**config.mk**
```make
export PLATFORM = sky130hd
export DESIGN_NAME = cnvt_front
export DESIGN_NICKNAME = d
export VERILOG_FILES = /design/src/rtl/cnvt_pkg.sv /design/src/rtl/cnvt_front.sv
export SDC_FILE = /design/constraint.sdc
export NUM_CORES = 1
export LEC_CHECK = 0
export BUFFER_PORTS_ARGS = -buffer_cell sky130_fd_sc_hd__buf_2
export CAP_MARGIN = 20
export CORE_MARGIN = 3
export CORE_UTILIZATION = 50
export CTS_CLUSTER_SIZE = 25
export DETAILED_ROUTE_END_ITERATION = 10
export GPL_TIMING_DRIVEN = 0
export PLACE_DENSITY_LB_ADDON = 0.3
export SETUP_SLACK_MARGIN = 0.05
export SLEW_MARGIN = 20
export SYNTH_ARGS = -nofsm -noshare
export SYNTH_HDL_FRONTEND = slang
export SYNTH_SLANG_ARGS = --single-unit
```
**constraint.sdc**
```tcl
create_clock -name i_clk -period 4.7 [get_ports i_clk]
set_clock_uncertainty 0.15 [all_clocks]
set_input_delay 0 -clock i_clk [delete_from_list [all_inputs] [get_ports i_clk]]
set_output_delay 0 -clock i_clk [all_outputs]
set_load 0.02 [all_outputs]
```
**src/rtl/cnvt_pkg.sv**
```systemverilog
`default_nettype none
// ----------------------------------------------------------------------------
// cnvt_pkg
// Shared constants, codes and types of the cosine nearest vector table.
// ----------------------------------------------------------------------------
package cnvt_pkg;

    localparam int CAPACITY = 1024;
    localparam int DIM      = 64;

    localparam int ELEM_W  = 16;
    localparam int TID_W   = 16;
    localparam int ID_W    = 11;
    localparam int SCORE_W = 16;

    localparam int ENT_W   = (CAPACITY > 1) ? $clog2(CAPACITY) : 1;
    localparam int CNT_W   = $clog2(CAPACITY + 1);
    localparam int POS_W   = (DIM > 1) ? $clog2(DIM) : 1;
    localparam int CIDX_W  = $clog2(DIM + 1);
    localparam int VADDR_W = (CAPACITY * DIM > 1) ? $clog2(CAPACITY * DIM) : 1;

    // Sums of squares of Q8.8 values over DIM positions.
    localparam int NRM_W    = 31 + $clog2(DIM);
    localparam int DOT_W    = NRM_W + 1;
    localparam int PRD_W    = 2 * NRM_W;
    localparam int REM_W    = PRD_W + 1;
    localparam int QUO_W    = 31;
    localparam int SQ_W     = 32;
    localparam int DIV_STEPS = QUO_W;
    localparam int SQ_STEPS  = SQ_W / 2;
    localparam int SC_CNT_W  = $clog2(NRM_W + 1);

    localparam int QDEPTH = 4;
    localparam int QPTR_W = $clog2(QDEPTH);

    localparam logic [1:0] CMD_INS = 2'd0;
    localparam logic [1:0] CMD_QRY = 2'd1;
    localparam logic [1:0] CMD_DEL = 2'd2;
    localparam logic [1:0] CMD_NOP = 2'd3;

    localparam logic [1:0] ST_DONE     = 2'd0;
    localparam logic [1:0] ST_FULL     = 2'd1;
    localparam logic [1:0] ST_NOTFOUND = 2'd2;
    localparam logic [1:0] ST_EMPTY    = 2'd3;

    localparam logic signed [SCORE_W-1:0] SCORE_ONE = 16'sd16384;

    typedef struct packed {
        logic [1:0]               cmd;
        logic signed [ELEM_W-1:0] elem;
        logic                     last;
        logic [TID_W-1:0]         target;
        logic                     wr;     // position is inside the vector
        logic [POS_W-1:0]         pos;
        logic [CIDX_W-1:0]        cnt;    // components held after this one
    } t_item;

    typedef struct packed {
        logic                    start;
        logic signed [DOT_W-1:0] dot;
        logic [NRM_W-1:0]        nq;
        logic [NRM_W-1:0]        nd;
    } t_score_req;

    function automatic logic [VADDR_W-1:0] vaddr(input logic [CNT_W-1:0] e,
                                                 input logic [CIDX_W-1:0] p);
        return VADDR_W'(e * DIM + p);
    endfunction

endpackage
`default_nettype wire

```
**src/rtl/cnvt_front.sv**
```systemverilog
`default_nettype none
// ----------------------------------------------------------------------------
// cnvt_front
// Accepts input transfers, tracks the component position and queues the
// classified items for the back end.
// ----------------------------------------------------------------------------
module cnvt_front (
    input  wire                               i_clk,
    input  wire                               i_rst_n,
    input  wire                               i_valid,
    output logic                              o_ready,
    input  wire [1:0]                         i_cmd,
    input  wire [cnvt_pkg::ELEM_W-1:0]        i_elem,
    input  wire                               i_last,
    input  wire [cnvt_pkg::TID_W-1:0]         i_target,
    input  wire                               i_pop,
    output logic                              o_q_valid,
    output cnvt_pkg::t_item                   o_q_item
);
    import cnvt_pkg::*;

    t_item             r_q [QDEPTH];
    logic [QPTR_W:0]   r_wp, r_rp;
    logic [CIDX_W-1:0] r_ci;
    logic [CIDX_W-1:0] n_ci;
    logic              accept, push;
    t_item             item;

    assign o_ready   = (r_wp - r_rp) != (QPTR_W + 1)'(QDEPTH);
    assign o_q_valid = (r_wp != r_rp);
    assign o_q_item  = r_q[r_rp[QPTR_W-1:0]];
    assign accept    = i_valid && o_ready;
    assign push      = accept && (i_cmd != CMD_NOP);

    always_comb begin
        item.cmd    = i_cmd;
        item.elem   = i_elem;
        item.last   = i_last;
        item.target = i_target;
        item.wr     = r_ci < CIDX_W'(DIM);
        item.pos    = r_ci[POS_W-1:0];
        item.cnt    = item.wr ? r_ci + 1'b1 : r_ci;
        if (i_cmd == CMD_DEL || (i_cmd != CMD_NOP && i_last)) begin
            n_ci = '0;
        end else if (i_cmd != CMD_NOP) begin
            n_ci = item.cnt;
        end else begin
            n_ci = r_ci;
        end
    end

    always_ff @(posedge i_clk) begin
        if (!i_rst_n) begin
            r_wp <= '0;
            r_rp <= '0;
            r_ci <= '0;
        end else begin
            if (accept) begin
                r_ci <= n_ci;
            end
            if (push) begin
                r_wp <= r_wp + 1'b1;
            end
            if (i_pop) begin
                r_rp <= r_rp + 1'b1;
            end
        end
    end

    always_ff @(posedge i_clk) begin
        if (push) begin
            r_q[r_wp[QPTR_W-1:0]] <= item;
        end
    end
endmodule
`default_nettype wire

```
==> results of run 1 <==
==> state kept, by name, summed over array words and instances (netlist names), named ones only <==
signal and flops:
r_ci 7, r_wp 3, r_rp 3, r_q 196
==> per-layer routing <==
layer	part of all wire	wire length [microns]	vias up
met1	0.42	6220	2109
li1	-	-	1840
met2	0.51	7480	122
met3	0.050	741	29
met4	0.019	279	0
met5	0	0	-
==> final timing paths <==
check / start / endpoint / slack, ns
setup / recovery: r_wp[0] / r_q[3][14] / 1.64
hold / removal: i_valid / r_wp[1] / 0.03
setup reg to reg: r_wp[0] / r_q[3][14] / 1.64
hold reg to reg: r_wp[2] / r_wp[2] / 0.35
==> power groups by stage <==
stage	logic (mW)	clock network, mW	registers (mW)
after floorplan	0.307	0	2.18
after global routing	0.525	1.78	2.15
final	0.489	1.67	2.15
after global placement	0.452	0	2.19
after CTS	0.498	1.70	2.15
after detailed placement	0.471	0	2.19
==> cell type report <==
| class | count | area (sq um) | area share |
|---|---|---|---|
| Clock buffer | 26 | 587 | 0.0591 |
| Buffer | 16 | 78.8 | 0.00793 |
| Timing Repair Buffer | 134 | 940 | 0.0946 |
| Inverter | 5 | 18.8 | 0.00189 |
| Multi-Input combinational cell | 130 | 1750 | 0.176 |
| Sequential cell | 211 | 6190 | 0.623 |
| Tap cell | 211 | 264 | 0.0266 |
| Clock inverter | 14 | 118 | 0.0118 |
==> metrics by stage <==
step	util	setup slack, ns	hold WS [ns]	total power, mW	cell area (sq um)
after floorplan	-	1.27	-0.0511	2.49	8020
after global placement	0.566	-0.0669	0.0602	2.64	8730
after detailed placement	0.574	1.58	0.0681	2.66	8860
after CTS	0.644	1.56	0.00614	4.35	9940
after global routing	0.644	1.42	0.0490	4.46	9940
final	0.644	1.64	0.0311	4.30	9940
==> worst max-delay path: cells and delay by family (launching register included) <==
family        cells  cell delay [ns]
flops             1             0.38
simple gates      3             0.94
buf+inv           5             0.96
fa+ha+maj         1             0.32
==> logic make-up (layout without fill, tap and decap cells) <==
family | after synthesis | count (layout) | share of synthesized area
AO/OA/AOI/OAI | 28 | 28 | 0.0250
flip-flops | 211 | 211 | 0.771
buffers and inverters | 21 | 195 | 0.0122
adder cells (fa/ha/maj) | 8 | 8 | 0.0125
XOR/XNOR | 9 | 9 | 0.0117
multiplexers | 52 | 52 | 0.141
AND/OR/NAND/NOR | 33 | 33 | 0.0261
==> layout by cell type (no fill, tap or decap), types with 3 or more instances in the layout <==
cell type        n
and2_4           3
dfxtp_1         15
xnor2_1          5
mux4_2          49
clkbuf_1        10
clkbuf_16       23
nand2_1          8
o2111ai_1        4
buf_6            4
dlygate4sd3_1   37
inv_1            5
buf_2           94
edfxtp_1       196
clkinv_1         7
o211ai_1         3
clkinv_2         3
a21oi_1          6
ha_1             8
o31ai_1          6
nor2_1           6
==> timing repair <==
item | 4_1_cts | 5_1_grt
hold buffers | 37 | 0
gates resized for setup | 0 | 0
hold endpoints to repair | 149 | 0
==> results.json, run 1 <==
{
  "gr-usage-met3": 0.0338,
  "setup_violations": 0,
  "grtUsageMet1": 0.232,
  "clk_pin_slew_ns": 0.07,
  "antenna_found_initial": 0,
  "clock_power_share": 0.388,
  "gr-total-overflow": 0,
  "ioPinCount": 90,
  "wl_mm": 14.7,
  "max_stage_delay_ns": 0.74,
  "worstPathArrival_ns": 3.10,
  "status": "finished clean",
  "hold_class": "in -> reg",
  "cts_buffer_depth": 3,
  "drt_first_iter_violations": 334,
  "p_int_mw": 3.33,
  "grt_start_max_net_pins": 47,
  "die-area_sq_um": 17600,
  "ff2ff_path_depth": 9,
  "yosys.area.top_type_share": 0.734,
  "area_growth_pct": 23.9,
  "slew_headroom": 0.488,
  "dpl.hpwl_mm": 8.93,
  "finalHoldViolCount": 0,
  "clk_latency_ns": 0.50,
  "p_per_area_nw_per_um2": 433,
  "power.leakage_nw": 3.35,
  "placed_cells": 670,
  "synthTopCellsByArea": "edfxtp_1, mux4_2, dfxtp_1",
  "synth_area_leader_cell": "edfxtp_1",
  "grt_use_met2": 0.289,
  "sw_frac_of_total": 0.226,
  "rsz0062_at_grt": "false",
  "ir_drop_uv": 246,
  "cp.required_ns": 4.74,
  "cp_max_fo": 10,
  "cp-end-kind": "flop",
  "grt_pass1_vias": 4305,
  "start_util": 0.520,
  "drtPass1Iterations": 5,
  "setup_tns_ns": 0,
  "synth-edff-count": 196,
  "coreArea_sq_um": 15400,
  "avgSynthCellArea_sq_um": 22.2,
  "cts_post_setup_buffers_inserted": 0,
  "portBuffers": 89,
  "cts_tree": "built",
  "layout_min_cycle_time_ns": 3.06,
  "grt_pass1_wl_mm": 23.7,
  "yosys-top-cells-count": "edfxtp_1, mux4_2, dfxtp_1",
  "maxCapViolCount": 0,
  "vias": 4100,
  "cts_buffers": 22,
  "worst_pin_slew_ns": 0.764,
  "cp-start-kind": "flop",
  "pwr-share-comb": 0.114,
  "insertedDiodeCount": 0,
  "yosysMostFrequentCell": "edfxtp_1",
  "path_class": "reg -> reg",
  "wl_per_cell_microns": 19.7,
  "grt.total_usage": 0.172,
  "holdPathStages": 5,
  "cts.sinks": 211,
  "drv_slew": 0,
  "vias_per_cell": 5.49,
  "layoutNonFillerInstCount": 747,
  "synth_ff_type": "edfxtp_1",
  "dieHeight_microns": 133,
  "p_seq_frac": 0.499,
  "place_congestion": 0.792,
  "cts-htree-levels": 1,
  "finalCritPeriodShare": 0.652,
  "ys_types": 42,
  "netlist_area_sq_um": 8020,
  "switching_power_mw": 0.972,
  "cpMaxStageDelayCell": "nor4b_4",
  "fillerInstances": 1059,
  "die_w_microns": 133,
  "syn_nets": 409,
  "layout-drive-gt1-share": 0.360,
  "grt.busiest_layer": "met2",
  "synth_cells": 362,
  "worstPathCellList": "inv_1, ha_1, nand2_1, buf_2, nor3_4, nor4b_4, buf_8, buf_6, buf_4",
  "synth-seq-area-share": 0.771,
  "ys_warn_count": 0,
  "rows": 45,
  "ys_ff_latch": 211,
  "fin_nets": 567,
  "clockRootBuffer": "clkbuf_16",
  "max_freq_ghz": 0.326,
  "async_flop_share": 0,
  "ant_nets": 0,
  "remaining_drc_errors": 0
}
(Power assumes the default switching activity.)
==> run 2: changes to the inputs <==
clock period = 3 ns   (was 4.7 ns; I/O delays follow)
==> run 2 against run 1 <==
Against the previous run: via count down 0.98%; cell count fell by 0.80%; critical path type is now reg -> out; sequential power is 57% higher; global-route usage about the same; final area down 1.2%; critical endpoint is now o_q_item[43]; register-to-register slack got worse by 1.3 ns; routed wire length is 0.37% lower; die area is the same; sequential share of layout area grew 0.83 points; sequential cell count is the same; hold slack better by 0.088 ns; worst setup slack worse by 1.3 ns.
==> results.json, run 2 (synthesis gave the netlist of run 1 again) <==
{
  "dpl.hpwl_mm": 8.85,
  "p_per_area_nw_per_um2": 651,
  "worstPathCellList": "buf_1, clkbuf_1, mux4_2, buf_2",
  "cts.sinks": 211,
  "power.leakage_nw": 3.28,
  "final_cell_mix": "edfxtp_1, buf_2, mux4_2",
  "place_congestion": 0.783,
  "antenna_found_initial": 0,
  "drtPass1Iterations": 8,
  "final_common_cell": "edfxtp_1",
  "vias_per_cell": 5.48,
  "path_class": "reg -> out",
  "die-area_sq_um": 17600,
  "drt_first_iter_violations": 273,
  "cts_buffer_depth": 3,
  "critical-path-top-delay-family": "buffers and inverters",
  "max_stage_delay_ns": 0.59,
  "cp-end-kind": "output pin",
  "maxCapViolCount": 0,
  "setup_violations": 0,
  "clockRootBuffer": "clkbuf_16",
  "rows": 45,
  "cts_buffers": 21,
  "multi_input_area_sq_um": 1780,
  "whs_ns": 0.119,
  "grt_pass1_wl_mm": 23.7,
  "area_growth_pct": 22.4,
  "dieHeight_microns": 133,
  "wl_mm": 14.7,
  "finalHoldViolCount": 0,
  "rsz0062_at_grt": "false",
  "worst_pin_slew_ns": 0.772,
  "slew_headroom": 0.485,
  "die_w_microns": 133,
  "insertedDiodeCount": 0,
  "grt_pass1_vias": 4233,
  "status": "finished clean",
  "fin_nets": 565,
  "cts-resized-gates": 0,
  "start_util": 0.520,
  "worstPathArrival_ns": 2.54,
  "finalCritPeriodShare": 0.897,
  "layoutNonFillerInstCount": 741,
  "cp_max_fo": 10,
  "placed_cells": 668,
  "clk_pin_slew_ns": 0.06,
  "wl_per_cell_microns": 19.8,
  "ioPinCount": 90,
  "coreArea_sq_um": 15400,
  "setup_tns_ns": 0,
  "largest_reg_flops": 196,
  "regArea_sq_um": 6190,
  "cp.required_ns": 2.85,
  "portBuffers": 89,
  "max_freq_ghz": 0.372,
  "cts_tree": "built",
  "layout-drive-gt1-share": 0.368,
  "cp-start-kind": "flop",
  "worst_slack_ns": 0.309,
  "ir_drop_uv": 371,
  "grt.total_usage": 0.171,
  "cts_post_setup_buffers_inserted": 0,
  "fillerInstances": 1100,
  "cp_num_buf_inv": 3,
  "gr-total-overflow": 0,
  "grt_start_max_net_pins": 50,
  "cts-htree-levels": 1,
  "pre_cts_slack_ns": 0.338,
  "vias": 4060,
  "remaining_drc_errors": 0,
  "layout_min_cycle_time_ns": 2.69,
  "finalPower_mw": 6.39,
  "ant_nets": 0,
  "clk_latency_ns": 0.48,
  "cpMaxStageDelayCell": "clkbuf_1",
  "drv_slew": 0,
  "hold_class": "in -> reg"
}
==> run 2: cell types whose count changed in the layout (fill, tap and decap cells not counted), sizes merged <==
| cell | delta |
|---|---|
| bufinv | -2 |
| dlygate4sd3 | +1 |
| clkbuf | -3 |
| buf | -2 |
==> run 2: path summary, 6_finish.rpt <==
kind	startpoint	to	slack (ns)	depth (start not counted)
max	flop	o_q_item[43]	0.31	4
min	i_elem[0]	r_q[2][31]	0.12	2
max reg2reg	r_wp[0]	r_q[1][43]	0.32	7
min reg2reg	r_wp[2]	r_wp[2]	0.36	2
==> run 2: through the flow <==
step                      cell area (sq um)  utilization
after floorplan                        8070            -
final                                  9810        0.636
after global placement                 8780        0.569
after global routing                   9810        0.636
after CTS                              9810        0.636
after detailed placement               8850        0.574
==> run 2: power by group <==
| part | internal [mW] | total, mW | switching, mW | leakage, nW |
|---|---|---|---|---|
| combinational | 0.322 | 0.764 | 0.443 | 1.09 |
| clock | 1.27 | 2.26 | 0.995 | 0.286 |
| sequential | 3.33 | 3.37 | 0.0326 | 1.90 |
==> run 2: cell type report <==
class	count	share of cell area
Sequential cell	211	0.631
Tap cell	211	0.0269
Timing Repair Buffer	133	0.0906
Inverter	5	0.00191
Clock buffer	23	0.0543
Buffer	16	0.00867
Clock inverter	12	0.00535
Multi-Input combinational cell	130	0.181
==> run 2: timing repair <==
| item | 4_1_cts | 5_1_grt |
|---|---|---|
| hold buffers | 38 | 0 |
| hold endpoints to repair | 151 | 0 |
| endpoints found under the setup margin | 0 | 0 |
==> run 2: metal layers <==
layer / track usage / part of all wire / vias up
met5: 0 / 0 / -
met2: 0.278 / 0.49 / 116
li1: - / - / 1832
met3: 0.0289 / 0.050 / 25
met4: 0.0473 / 0.019 / 0
met1: 0.245 / 0.44 / 2087
==> run 3: changes to the inputs <==
CTS_BUF_LIST = sky130_fd_sc_hd__clkbuf_8   (was not set)
GPL_TIMING_DRIVEN = not set   (was 0)
==> run 3 against run 2 <==
Against the previous run: clock-buffer cell count is 13 higher; non-clock buffer count is 10 lower; critical endpoint is now r_q[2][7]; highest routed layer unchanged; cell count is 2.2% higher; worst setup slack better by 0.026 ns; power is 1.8% lower; hold slack worse by 0.0062 ns; utilization is 0.35 points higher; fmax is 0.96% higher; sequential power hardly changed; routed wire length is 0.38% higher; global-route usage is 0.10 points higher.
==> results.json, run 3 (synthesis gave the netlist of run 1 again) <==
{
  "status": "finished clean",
  "portBuffers": 89,
  "drt_first_iter_violations": 254,
  "cp_max_fo": 28,
  "fin_nets": 568,
  "cts_buffers": 34,
  "layout_min_cycle_time_ns": 2.67,
  "p_int_mw": 4.77,
  "cts_tree": "built",
  "cts_buffer_depth": 3,
  "p_seq_frac": 0.541,
  "max_stage_delay_ns": 0.39,
  "clk_latency_ns": 0.49,
  "grt_pass1_vias": 4411,
  "ir_drop_uv": 295,
  "antenna_found_initial": 0,
  "ioPinCount": 90,
  "place_congestion": 0.786,
  "worstPathArrival_ns": 2.69,
  "dieHeight_microns": 133,
  "finalHoldViolCount": 0,
  "ant_nets": 0,
  "clockRootBuffer": "clkbuf_8",
  "rows": 45,
  "highest_layer": "met4",
  "cp-start-kind": "flop",
  "drtPass1Iterations": 4,
  "pre_cts_slack_ns": 0.352,
  "r2r_setup_slack_ns": 0.33,
  "wl_met1_mm": 5.97,
  "met2_length_mm": 7.62,
  "slew_headroom": 0.552,
  "vias": 4101,
  "wl_per_cell_microns": 19.5,
  "cts-htree-levels": 2,
  "cts.sinks": 211,
  "worst_slack_ns": 0.334,
  "routed-wl-met3_microns": 871,
  "whs_ns": 0.113,
  "path_class": "reg -> reg",
  "worst_pin_slew_ns": 0.666,
  "critical-path-top-delay-family": "simple AND/OR/NAND/NOR gates",
  "area_growth_pct": 23.0,
  "start_util": 0.520,
  "cp_num_buf_inv": 2,
  "largest_reg_flops": 196,
  "remaining_drc_errors": 0,
  "ctsHoldBuffers": 38,
  "p_per_area_nw_per_um2": 636,
  "gr-total-overflow": 0,
  "hold_class": "in -> reg",
  "setup_violations": 0,
  "max_freq_ghz": 0.375,
  "cts_post_setup_buffers_inserted": 0,
  "final_cell_mix": "edfxtp_1, buf_2, mux4_2",
  "sw_frac_of_total": 0.240,
  "layout-drive-gt1-share": 0.385,
  "die_w_microns": 133,
  "insertedDiodeCount": 0,
  "cts-resized-gates": 0,
  "fillerInstances": 1078,
  "power.leakage_nw": 3.35,
  "finalCritPeriodShare": 0.889,
  "dpl.hpwl_mm": 9.19,
  "cp-end-kind": "flop",
  "grt_start_max_net_pins": 38,
  "switching_power_mw": 1.51,
  "cpMaxStageDelayCell": "and2_2",
  "grt_pass1_wl_mm": 23.7,
  "worstPathCellList": "inv_2, ha_4, nand2_2, and3b_1, nor3_2, and2_2, buf_12",
  "drv_slew": 0,
  "vias_per_cell": 5.42,
  "cp.required_ns": 3.03,
  "wl_mm": 14.7,
  "coreArea_sq_um": 15400,
  "die-area_sq_um": 17600,
  "final_common_cell": "edfxtp_1",
  "clk_pin_slew_ns": 0.06,
  "clock_power_share": 0.340,
  "pwr-share-comb": 0.118,
  "grt.total_usage": 0.172,
  "rsz0062_at_grt": "false",
  "maxCapViolCount": 0
}
## run 3: changes by cell type in the layout (fill, tap and decap cells not counted), sizes merged
cell | previous run | this run
clkinv | 11 | 10
inv | 5 | 19
buf | 103 | 101
clkbuf | 31 | 36
## run 3: final cells by class
type,instances,area (sq um),area share
clock inverter,25,101,0.0103
inverter,5,18.8,0.00190
timing repair buffer,139,1020,0.103
multi-input combinational,130,1780,0.180
sequential,211,6200,0.628
tap,211,264,0.0268
clock buffer,36,495,0.0502
## run 3: routing by layer
layer / track usage / vias up
met5: 0 / -
met4: 0.0531 / 0
met3: 0.0430 / 30
met2: 0.288 / 131
met1: 0.227 / 2106
li1: - / 1834
## run 3: path summary, 6_finish.rpt
path,startpoint,end,cells past startpoint
worst max-delay path,r_wp[0],r_q[2][7],7
worst min register to register,r_wp[0],r_wp[0],2
worst min-delay path,i_elem[7],r_q[0][38],2
worst max register to register,r_wp[0],r_q[2][7],7
## run 3: stage by stage
stage	utilization	instance area [sq um]	setup TNS (ns)	std cells	power [mW]
2_1_floorplan	-	8070	-11.98	362	3.91
3_3_place_gp	0.576	8890	0	658	4.16
3_5_place_dp	0.576	8890	0	658	4.18
4_1_cts	0.640	9870	0	757	6.36
5_1_grt	0.640	9870	0	757	6.55
6_report	0.640	9870	0	757	6.28
## run 3: power groups by stage
stage | clock (mW) | combinational, mW | sequential, mW
floorplan | 0 | 0.496 | 3.42
global placement | 0 | 0.706 | 3.46
detailed placement | 0 | 0.716 | 3.46
CTS | 2.20 | 0.756 | 3.40
global route | 2.34 | 0.799 | 3.41
finish | 2.14 | 0.743 | 3.40
## run 3: worst reg2reg max path, delay by kind of cell, from the launching register on
kind | cells | cell delay (ns)
adder cells (fa/ha/maj) | 1 | 0.22
buffers and inverters | 2 | 0.32
flip-flops | 1 | 0.36
AND/OR/NAND/NOR | 4 | 1.29
